`config.mk`:
```
export PLATFORM = sky130hd
export DESIGN_NAME = nir_front
export DESIGN_NICKNAME = d
export VERILOG_FILES = /design/src/nir_pkg.sv /design/src/nir_front.sv
export SDC_FILE = /design/constraint.sdc
export NUM_CORES = 1
export LEC_CHECK = 0
export BUFFER_PORTS_ARGS = -buffer_cell sky130_fd_sc_hd__buf_2
export CAP_MARGIN = 0
export CORE_AREA = 3 3 40 42
export DETAILED_ROUTE_END_ITERATION = 7
export DIE_AREA = 0 0 43 45
export PLACE_DENSITY = 0.77
export SLEW_MARGIN = 20
export SYNTH_ARGS = -nofsm -noshare
export SYNTH_HDL_FRONTEND = slang
export SYNTH_SLANG_ARGS = --single-unit
```
`constraint.sdc`:
```
create_clock -name vclk -period 1.3
set_clock_uncertainty 0.1 [all_clocks]
set_input_delay 0.065 -clock vclk [all_inputs]
set_output_delay 0.065 -clock vclk [all_outputs]
set_load 0.01 [all_outputs]
```
`src/nir_pkg.sv`:
```
`timescale 1ns / 1ps
// ----------------------------------------------------------------------------
// nir_pkg: shared types and constants for the inverse square root block
// Item formats, fixed-point constants, register indexes and core states.
// ----------------------------------------------------------------------------
package nir_pkg;

    // Field widths
    localparam int VALUE_W   = 24;  // Q2.22 operand and root
    localparam int GUESS_W   = 32;  // Q8.24 inverse root guess
    localparam int THRESH_W  = 24;  // Q0.24 error bound
    localparam int LIMIT_W   = 10;  // step limit register
    localparam int STEPS_W   = 10;  // steps_taken field
    localparam int SQ_W      = 40;  // g*g in Q.24
    localparam int GAIN_W    = 42;  // g*g*x in Q.24
    localparam int FAC_W     = 26;  // 3 - g*g*x in Q.24 when positive
    localparam int CFG_IDX_W = 2;
    localparam int CFG_W     = 32;

    // Fixed-point constants in Q.24
    localparam logic [GAIN_W-1:0] ONE_Q24   = GAIN_W'(64'd1 << 24);
    localparam logic [GAIN_W-1:0] THREE_Q24 = GAIN_W'(64'd3 << 24);

    // Register reset values
    localparam logic [GUESS_W-1:0]  GUESS_RST  = 32'h0100_0000;
    localparam logic [THRESH_W-1:0] THRESH_RST = 24'd168;
    localparam logic [LIMIT_W-1:0]  LIMIT_RST  = 10'd1023;

    // Register indexes
    localparam logic [CFG_IDX_W-1:0] CFG_INITIAL_GUESS   = 2'd0;
    localparam logic [CFG_IDX_W-1:0] CFG_ERROR_THRESHOLD = 2'd1;
    localparam logic [CFG_IDX_W-1:0] CFG_ITERATION_LIMIT = 2'd2;

    // Depth of the queue between front and core
    localparam int Q_DEPTH = 2;

    typedef struct packed {
        logic [VALUE_W-1:0] value;
        logic               last_value;
    } in_item_t;

    typedef struct packed {
        logic [VALUE_W-1:0] root;
        logic               converged;
        logic [STEPS_W-1:0] steps_taken;
        logic               last_result;
    } out_item_t;

    // Classified item handed from front to core
    typedef struct packed {
        logic [VALUE_W-1:0] value;
        logic               last_value;
        logic               zero;
    } task_t;

    typedef enum logic [2:0] {
        CS_IDLE,
        CS_SQUARE,
        CS_GAIN,
        CS_CHECK,
        CS_STEP,
        CS_ROOT,
        CS_EMIT
    } core_state_t;

endpackage

```
`src/nir_front.sv`:
```
`timescale 1ns / 1ps
// ----------------------------------------------------------------------------
// nir_front: input side of the inverse square root block
// Accepts items and marks a zero operand, which can never converge.
// ----------------------------------------------------------------------------
module nir_front
    import nir_pkg::*;
(
    input  logic     push,
    input  logic     full,
    input  in_item_t in_item,
    output logic     wr_en,
    output task_t    wr_task
);

    // Accept when the queue has room
    assign wr_en = push & ~full;

    // Classify the operand
    always_comb
    begin
        wr_task.value      = in_item.value;
        wr_task.last_value = in_item.last_value;
        wr_task.zero       = (in_item.value == '0);
    end

endmodule

```
* After elaboration in Yosys (flattened, before gate mapping)
Cells that the tools add are included.
W data, S select, Z words.
** Word-level totals
- Bits in registers :: 0
- RAM bits :: 0
- Input port bits :: 27
- Memories :: 0
- Latch bits :: 0
- Memory bits (read-only) :: 0
- Logic and storage cells :: 3
** Cells by class
- Bitwise gates (word level) :: 2
- Add/subtract/negate cells :: 0
- Eq/ne operators :: 0
- Multiply operators :: 0
- Shift operators :: 0
- Muxes and demuxes :: 0
- Reduce and logical (&&, ||, !) cells :: 1
- Div/mod/pow operators :: 0
- Order comparisons :: 0
** Operator list (number)
- $logic_not A24 Y1 :: 1
- $and A1 B1 Y1 :: 1
- $not A1 Y1 :: 1

* Logic depth before layout (Yosys ltp)
- Depth in word-level cells :: 2
- Gate-level depth with buffers :: 3
- Depth with buffers taken out :: 3

* Worst setup path before layout
OpenSTA, ideal clock, no wires.
- Path kind :: input-to-output
- From :: input port in_item[22] (netlist bit)
- To :: output port wr_task[0] (netlist bit)
- Arrival time :: 0.612 ns
- Data required time :: 1.135 ns
- Stages :: 3
- Path slack :: 0.523 ns
- Path through :: nor4_1 > nand4_1 > nor2_1
** RTL lines
- start, declared :: RTL line nir_front.sv:11 : input in_item_t in_item,
- end, declared :: RTL line nir_front.sv:13 : output task_t wr_task

==> flow_summary.yaml <==
logic_synthesis:
  syn_inst: 35
  synthXorXnorAreaFrac: 0
  yosysUniqueCellTypes: 7
  muxShareOfSynthArea: 0
  yosys_warnings: 0
  synth-compound-area-share: 0
  synth_top_area_share: 0.7463
  synth_area_per_cell_um2: 7.185
  synthTopCellsByArea: "buf_4 (75%), nor4_1 (12%), nor4_2 (5.0%), nand4_1 (2.5%), nor2b_1 (2.5%)"
  synthAdderAreaFrac: 0
  synth_top_family_by_area: "buffers and inverters"
  yosysTopAreaCell: "buf_4"
  syn_nets: 62
  synth_seq_area_share: 0
  synth-simple-area-share: 0.2537
  synth_area_um2: 251.5
setup_path:
  start_kind: "input port"
  crit_arrival_ps: 850
  cp_cell_sequence: "buf_2 -> nor4_1 -> nand4_1 -> nor2_1 -> buf_2"
  crit_fanout: 2
  worstPathRequired_ps: 1130
  max_stage_delay_ps: 300
  crit_path_top_delay_cell: "nor4_1"
  crit_type: "input port to output port"
  setup.worst_path.end_class: "output port"
  crit_top_cell: "buf_2"
power:
  peakVddDrop_mv: 0.06490
  cellLeakagePower_nw: 0.2131
  power.total_uw: 111.6
  power_density_nw_per_um2: 325.6
final_layout:
  most-common-layout-cells: "buf_2 (52), nor4_1 (5)"
  clkbuf_count: 0
  area_growth_pct: 36.32
  design_area_um2: 342.8
  seq_cells: 0
  drive_above_1_share: 0.8548
  seqCellArea_um2: 0
  layout_commonest_cell: "buf_2"
  fin_nets: 91
  diodes: 0
timing:
  maxSlewHeadroom: 0.8153
  finalCriticalPeriod_ps: 1019
  tns_ps: 0
  slew_violations: 0
  final_hold_viol_count: 0
  rsz0062_at_grt: "false"
  fmax_mhz: 981.8
  tightest_slew_ps: 274.5
  fin_crit_sh: 0.7835
  worst_slack_ps: 281.4
  finalSetupViolCount: 0
  whs_ps: 30.00
floorplanning:
  pin_count: 54
  core-area_um2: 1285
  die_w_um: 43
  design.die.area_um2: 1935
  initial_core_util: 0.1957
  die_h_um: 45
  row_count: 13
run:
  drv_cap: 0
clock_network:
  postCtsHoldBufs: 0
  post_cts_resized: 0
  postCtsSetupRepairBufs: 0
run_status:
  outcome: "completed"
route:
  drt_iter0_markers: 0
  drt_pass1_iterations: 1
  avgRoutedWirePerCell_um: 8.688
  ant_nets: 0
  via_per_inst: 4.013
  drt_wl_total_um: 669
  drc: 0
  via_count: 309
global_routing:
  grtUsageTotal: 0.05141
  grt_pass1_vias: 239
  grt_overflow: 0
  grt_max_degree: 3
  antenna_found_initial: 0
  grt_pass1_wl_um: 814
worst_hold_path:
  hold_path_depth: 0
  hold_path_class: "input port to output port"
place:
  gp_congestion: 0.6851
  port_buffers: 52
  place_ws_ps: 237.5
  dpl-instance-area_um2: 342.8
cell type report:
class | instances | area, um^2
Fill cell | 146 | 942.2
Multi-Input combinational cell | 10 | 63.81
Timing Repair Buffer | 52 | 260.3
Tap cell | 15 | 18.77
cell families after synthesis:
group                  after synthesis
buffers and inverters               25
and+or+nand+nor                     10
metrics by stage:
stage / instances / utilization
floorplan: 35 / -
global route: 77 / 0.2668
detailed placement: 77 / 0.2668
global placement: 77 / 0.2668
CTS: 77 / 0.2668
finish: 77 / 0.2668
report_power, final:
group | total, mW | leakage (nW) | switching, mW | internal, mW
Sequential | 0 | 0 | 0 | 0
Clock | 0 | 0 | 0 | 0
Combinational | 0.112 | 0.213 | 0.0541 | 0.0575
cell usage after synthesis:
library cell,count
nor2b_1,1
nor4_1,5
nand4_1,1
buf_4,25
nor4_2,1
nor2_1,1
nand2_1,1
worst paths after layout:
| path | slack [ps] | from | endpoint |
|---|---|---|---|
| setup / recovery | 280 | in_item[22] | wr_task[0] |
| hold / removal | 30 | in_item[0] | wr_task[1] |
layer usage:
layer	part of all wire	track usage	vias up
met5	0	0	-
met3	0.25	0.007968	0
li1	-	-	151
met4	0	0	0
met1	0.24	0.04048	122
met2	0.51	0.1287	36
worst max-delay path: cells and delay by family:
| family | cells | cell delay, ps |
|---|---|---|
| and+or+nand+nor | 3 | 550 |
| buffers and inverters | 2 | 230 |
No activity file was read; power rests on OpenSTA's default activity.
