[src/nir_pkg.sv]
`timescale 1ns / 1ps
// ----------------------------------------------------------------------------
// nir_pkg: shared types and constants for the inverse square root block
// Item formats, fixed-point constants, register indexes and core states.
// ----------------------------------------------------------------------------
package nir_pkg;

    // Field widths
    localparam int VALUE_W   = 24;  // Q2.22 operand and root
    localparam int GUESS_W   = 32;  // Q8.24 inverse root guess
    localparam int THRESH_W  = 24;  // Q0.24 error bound
    localparam int LIMIT_W   = 10;  // step limit register
    localparam int STEPS_W   = 10;  // steps_taken field
    localparam int SQ_W      = 40;  // g*g in Q.24
    localparam int GAIN_W    = 42;  // g*g*x in Q.24
    localparam int FAC_W     = 26;  // 3 - g*g*x in Q.24 when positive
    localparam int CFG_IDX_W = 2;
    localparam int CFG_W     = 32;

    // Fixed-point constants in Q.24
    localparam logic [GAIN_W-1:0] ONE_Q24   = GAIN_W'(64'd1 << 24);
    localparam logic [GAIN_W-1:0] THREE_Q24 = GAIN_W'(64'd3 << 24);

    // Register reset values
    localparam logic [GUESS_W-1:0]  GUESS_RST  = 32'h0100_0000;
    localparam logic [THRESH_W-1:0] THRESH_RST = 24'd168;
    localparam logic [LIMIT_W-1:0]  LIMIT_RST  = 10'd1023;

    // Register indexes
    localparam logic [CFG_IDX_W-1:0] CFG_INITIAL_GUESS   = 2'd0;
    localparam logic [CFG_IDX_W-1:0] CFG_ERROR_THRESHOLD = 2'd1;
    localparam logic [CFG_IDX_W-1:0] CFG_ITERATION_LIMIT = 2'd2;

    // Depth of the queue between front and core
    localparam int Q_DEPTH = 2;

    typedef struct packed {
        logic [VALUE_W-1:0] value;
        logic               last_value;
    } in_item_t;

    typedef struct packed {
        logic [VALUE_W-1:0] root;
        logic               converged;
        logic [STEPS_W-1:0] steps_taken;
        logic               last_result;
    } out_item_t;

    // Classified item handed from front to core
    typedef struct packed {
        logic [VALUE_W-1:0] value;
        logic               last_value;
        logic               zero;
    } task_t;

    typedef enum logic [2:0] {
        CS_IDLE,
        CS_SQUARE,
        CS_GAIN,
        CS_CHECK,
        CS_STEP,
        CS_ROOT,
        CS_EMIT
    } core_state_t;

endpackage

[src/nir_queue.sv]
`timescale 1ns / 1ps
// ----------------------------------------------------------------------------
// nir_queue: short queue between front and core
// Holds classified items so that each side can stall on its own.
// ----------------------------------------------------------------------------
module nir_queue
    import nir_pkg::*;
(
    input  logic  clk,
    input  logic  rst_n,
    input  logic  wr_en,
    input  task_t wr_task,
    output logic  full,
    output logic  rd_valid,
    output task_t rd_task,
    input  logic  rd_take
);

    localparam int PTR_W = (Q_DEPTH > 1) ? $clog2(Q_DEPTH) : 1;
    localparam int CNT_W = $clog2(Q_DEPTH + 1);

    task_t              mem_reg [Q_DEPTH];
    logic [PTR_W-1:0]   wr_ptr_reg;
    logic [PTR_W-1:0]   wr_ptr_next;
    logic [PTR_W-1:0]   rd_ptr_reg;
    logic [PTR_W-1:0]   rd_ptr_next;
    logic [CNT_W-1:0]   count_reg;
    logic [CNT_W-1:0]   count_next;
    logic               do_rd;

    assign full     = (count_reg == CNT_W'(Q_DEPTH));
    assign rd_valid = (count_reg != '0);
    assign rd_task  = mem_reg[rd_ptr_reg];
    assign do_rd    = rd_take & rd_valid;

    // Advance pointers and count
    always_comb
    begin
        wr_ptr_next = wr_ptr_reg;
        rd_ptr_next = rd_ptr_reg;
        count_next  = count_reg;
        if (wr_en)
        begin
            wr_ptr_next = (wr_ptr_reg == PTR_W'(Q_DEPTH - 1)) ? '0 : wr_ptr_reg + 1'b1;
        end
        if (do_rd)
        begin
            rd_ptr_next = (rd_ptr_reg == PTR_W'(Q_DEPTH - 1)) ? '0 : rd_ptr_reg + 1'b1;
        end
        if (wr_en && !do_rd)
        begin
            count_next = count_reg + 1'b1;
        end
        else if (!wr_en && do_rd)
        begin
            count_next = count_reg - 1'b1;
        end
    end

    always_ff @(posedge clk or negedge rst_n)
    begin
        if (!rst_n)
        begin
            wr_ptr_reg <= '0;
            rd_ptr_reg <= '0;
            count_reg  <= '0;
        end
        else
        begin
            wr_ptr_reg <= wr_ptr_next;
            rd_ptr_reg <= rd_ptr_next;
            count_reg  <= count_next;
        end
    end

    // Store the incoming item
    always_ff @(posedge clk)
    begin
        if (wr_en)
        begin
            mem_reg[wr_ptr_reg] <= wr_task;
        end
    end

endmodule

[config.mk]
export PLATFORM = sky130hd
export DESIGN_NAME = nir_queue
export DESIGN_NICKNAME = d
export VERILOG_FILES = /design/src/nir_pkg.sv /design/src/nir_queue.sv
export SDC_FILE = /design/constraint.sdc
export NUM_CORES = 1
export LEC_CHECK = 0
export ABC_CLOCK_PERIOD_IN_PS = 5600
export BUFFER_PORTS_ARGS = -buffer_cell sky130_fd_sc_hd__buf_2
export CAP_MARGIN = 15
export CORE_ASPECT_RATIO = 1.25
export CORE_MARGIN = 3
export CORE_UTILIZATION = 45
export DETAILED_ROUTE_END_ITERATION = 16
export HOLD_SLACK_MARGIN = 0.15
export PLACE_DENSITY = 0.69
export SLEW_MARGIN = 20
export SYNTH_ARGS = -nofsm -noshare
export SYNTH_HDL_FRONTEND = slang
export SYNTH_SLANG_ARGS = --single-unit
[constraint.sdc]
create_clock -name clk -period 5.6 [get_ports clk]
set_input_delay 1.12 -clock clk [delete_from_list [all_inputs] [get_ports clk]]
set_output_delay 1.12 -clock clk [all_outputs]
set_load 0.1 [all_outputs]
After elaboration in Yosys (flattened, before gate mapping)
Memories as Yosys holds them, arrays and structs flattened. Cells that the tools add are included.

Register bits: 4. Memory bits (writable): 52. Input bits: 30. Output and inout bits: 28. Word-level logic and storage cells: 22. Memories: 1.

Memory list: mem_reg (words 2, width 26, rd ports 1, clocked after memory_dff 0, wr ports 1, line nir_queue.sv:22) `task_t mem_reg [Q_DEPTH];`.

Add/sub/neg operators: 4. Eq/ne operators: 1. Multiplexer cells: 6. Bitwise logic cells: 1. Reductions and logical operators: 6.

Operator list (number): 1-bit two-way mux (4); 2-bit two-way mux (2); 2-bit nonzero test (2); 1-bit adder (second input constant) (2); 2-bit by 1-bit adder with 2-bit output (second input constant) (1); 2-bit == test (second input constant) (1); 1-bit logical AND (2); 1-bit zero test (2); 2-bit by 1-bit subtractor with 2-bit output (second input constant) (1); 1-bit AND (1).

Depth between registers and ports, before layout
Depth after elaboration: 5. Gate-level depth with buffers: 6. Gate-level depth less buffers: 6.

Worst setup path before layout
No wires, ideal clock.

Kind: register -> output. Start point: register count_reg[0]. End point: output full. Data arrival time: 1.753 ns. Data required time: 4.480 ns. Slack: 2.727 ns. Cell stages (with the launch flop): 2. Path buffers: 0. Cells stage by stage: dfrtp_1 -> nor2b_1.

Longest elaborated chain between the ends: 1.

Ends and longest elaborated chain: from (decl) (line nir_queue.sv:27) `logic [CNT_W-1:0] count_reg;`; from (signal assigned) (line nir_queue.sv:72) `count_reg <= count_next;`; 2-bit == test (line nir_queue.sv:31) `assign full = (count_reg == CNT_W'(Q_DEPTH));`; to (decl) (line nir_queue.sv:13) `output logic full,`.

Every way passes these cells.

==> qor.yml <==
status: "complete, no violations"
multiInputGateArea_um2: 458
startpoint_type: "register"
port_buffers: 57
wl_per_cell_um: 15.5
syn2layout_area_growth_pct: 19.4
num_rows: 27
skew_ps: 7.13
post_drt_via_cell_ratio: 4.70
pre_cts_ws_ps: 2660
drv_slew: 0
seqCellArea_mm2: 0.00166
die_y_um: 83.6
grt_pass1_wl_um: 5490
required_ps: 4480
clock_latency_ps: 300
synthAdderAreaFrac: 0.00577
crit_arrival_ps: 2100
crit_buf_inv: 2
synthSimpleGateAreaFrac: 0.0162
path_cells: "buf_4 -> mux2_2 -> buf_2"
cts_htree_levels: 2
drtAntennaViolNets: 0
critical_path.max_stage_delay_ps: 730
synthesis.instances: 97
fin_setup_tns_ps: 0
slowest_stage: "dfrtp_1"
ys_seq_area_frac: 0.766
crit_family: "flip-flops"
antenna_found_initial: 0
drive_above_1_share: 0.586
placed_area_mm2: 0.00250
synthesis.area_mm2: 0.00217
hold_viol: 0
final_area_mm2: 0.00259
largest_reg_flops: 52
critical_path.max_fanout: 17
cts_max_path_buffers: 2
io_pins: 58
gr-total-overflow: 0
drv_cap: 0
syn_nets: 128
slew_headroom: 0.605
drt_wl_total_um: 3410
dieWidth_um: 68.1
num_vias: 1035
synthDistinctLibCells: 14
setup_slack_ps: 2380
nFillCells: 382
hpwl_um: 2500
ys_ff_latch: 56
grt_pass1_vias: 1135
num-nets-final: 192
synth_compound_area_frac: 0
finalCritPeriodShare: 0.574
muxShareOfSynthArea: 0.168
place.gp.congestion: 0.605
grt_max_degree: 18
fmax_mhz: 311
cts-resized-gates: 0
diodes: 0
die-area_mm2: 0.00569
post-cts-setup-buffers: 0
end_kind: "output pin"
drc: 0
cts_tree: "built"
rsz0062_at_grt: "false"
worst-setup-path-type: "reg -> out"
setup_violations: 0
cts_root_buffer: "clkbuf_8"
worstMarginPinSlew_ps: 593
numCtsBuffers: 5
drtIter0Drc: 37
dr.pass1.iters: 4
grtUsageTotal: 0.133
cts_sinks: 56
cts_hold_buffers: 0
synth_xor_xnor_area_share: 0.0202
synth_top_family_by_area: "multiplexers"
core-area_mm2: 0.00453
period_minus_slack_ps: 3220
syn_avg_cell_area_um2: 22.4
synth_warnings: 0
hold_class: "reg -> reg"
initial_core_util: 0.479
clk_pin_slew_worst_paths_ps: 90
==> stage by stage <==
step           utilization  cells  hold WS, ps
4_1_cts              0.572    220          509
3_3_place_gp         0.552    212          471
2_1_floorplan            -     97          455
6_report             0.572    220          505
5_1_grt              0.572    220          525
3_5_place_dp         0.552    212          491
==> cell usage after synthesis <==
cell type	count	area, um^2
edfxtp_1	52	1560
mux2_4	19	285
mux2_2	7	78.8
dfrtp_1	4	100
xor2_1	3	26.3
buf_12	2	40.0
nor2b_1	2	12.5
xnor2_1	2	17.5
and2_1	1	6.26
buf_6	1	11.3
ha_1	1	12.5
nand2_1	1	3.75
nor2_1	1	3.75
or2_4	1	8.76
==> cells by family after synthesis <==
group         after synthesis
buf+inv                     3
simple gates                6
fa+ha+maj                   1
mux                        26
flops                      56
xor+xnor                    5
==> metal layers <==
| metal | wire length [um] | vias up | global-route usage |
|---|---|---|---|
| li1 | - | 496 | - |
| met2 | 1710 | 39 | 0.207 |
| met4 | 121 | 0 | 0.0741 |
| met3 | 245 | 10 | 0.0499 |
| met1 | 1330 | 490 | 0.154 |
| met5 | 0 | - | 0 |
==> final timing paths <==
path / start / endpoint / slack (ps) / depth (start not counted)
min: count_reg[1]$_DFFE_PN0P_ / count_reg[1]$_DFFE_PN0P_ / 500 / 1
max reg2reg: wr_ptr_reg$_DFFE_PN0P_ / mem_reg[0][13]$_DFFE_PP_ / 4070 / 2
min in group asynchronous: rst_n / wr_ptr_reg$_DFFE_PN0P_ / 600 / 1
max in group asynchronous: rst_n / rd_ptr_reg$_DFFE_PN0P_ / 4870 / 1
min reg2reg: count_reg[1]$_DFFE_PN0P_ / count_reg[1]$_DFFE_PN0P_ / 500 / 1
max: rd_ptr_reg$_DFFE_PN0P_ / rd_task[10] / 2380 / 3
==> cells in the final DEF, fill, tap and decap left out <==
cell	instances
clkinvlp_4	1
nor2b_2	1
clkbuf_8	5
ha_1	1
nor2_1	1
dfrtp_1	4
mux2_2	7
edfxtp_1	52
clkinv_4	1
or2_4	1
and2_1	1
xnor2_1	2
buf_4	3
clkbuf_1	1
buf_2	57
nand2_1	1
mux2_4	19
nor2b_1	1
xor2_1	3
==> cell type report <==
class	count	share of cell area
well taps	58	0.0280
flip-flops and latches	56	0.642
clock buffers	6	0.0280
multi-input cells	38	0.177
clock inverters	2	0.00628
repair buffers	60	0.119
Power is not shown: default switching activity piles up to over one toggle a cycle in this logic, so the estimate is an artifact.
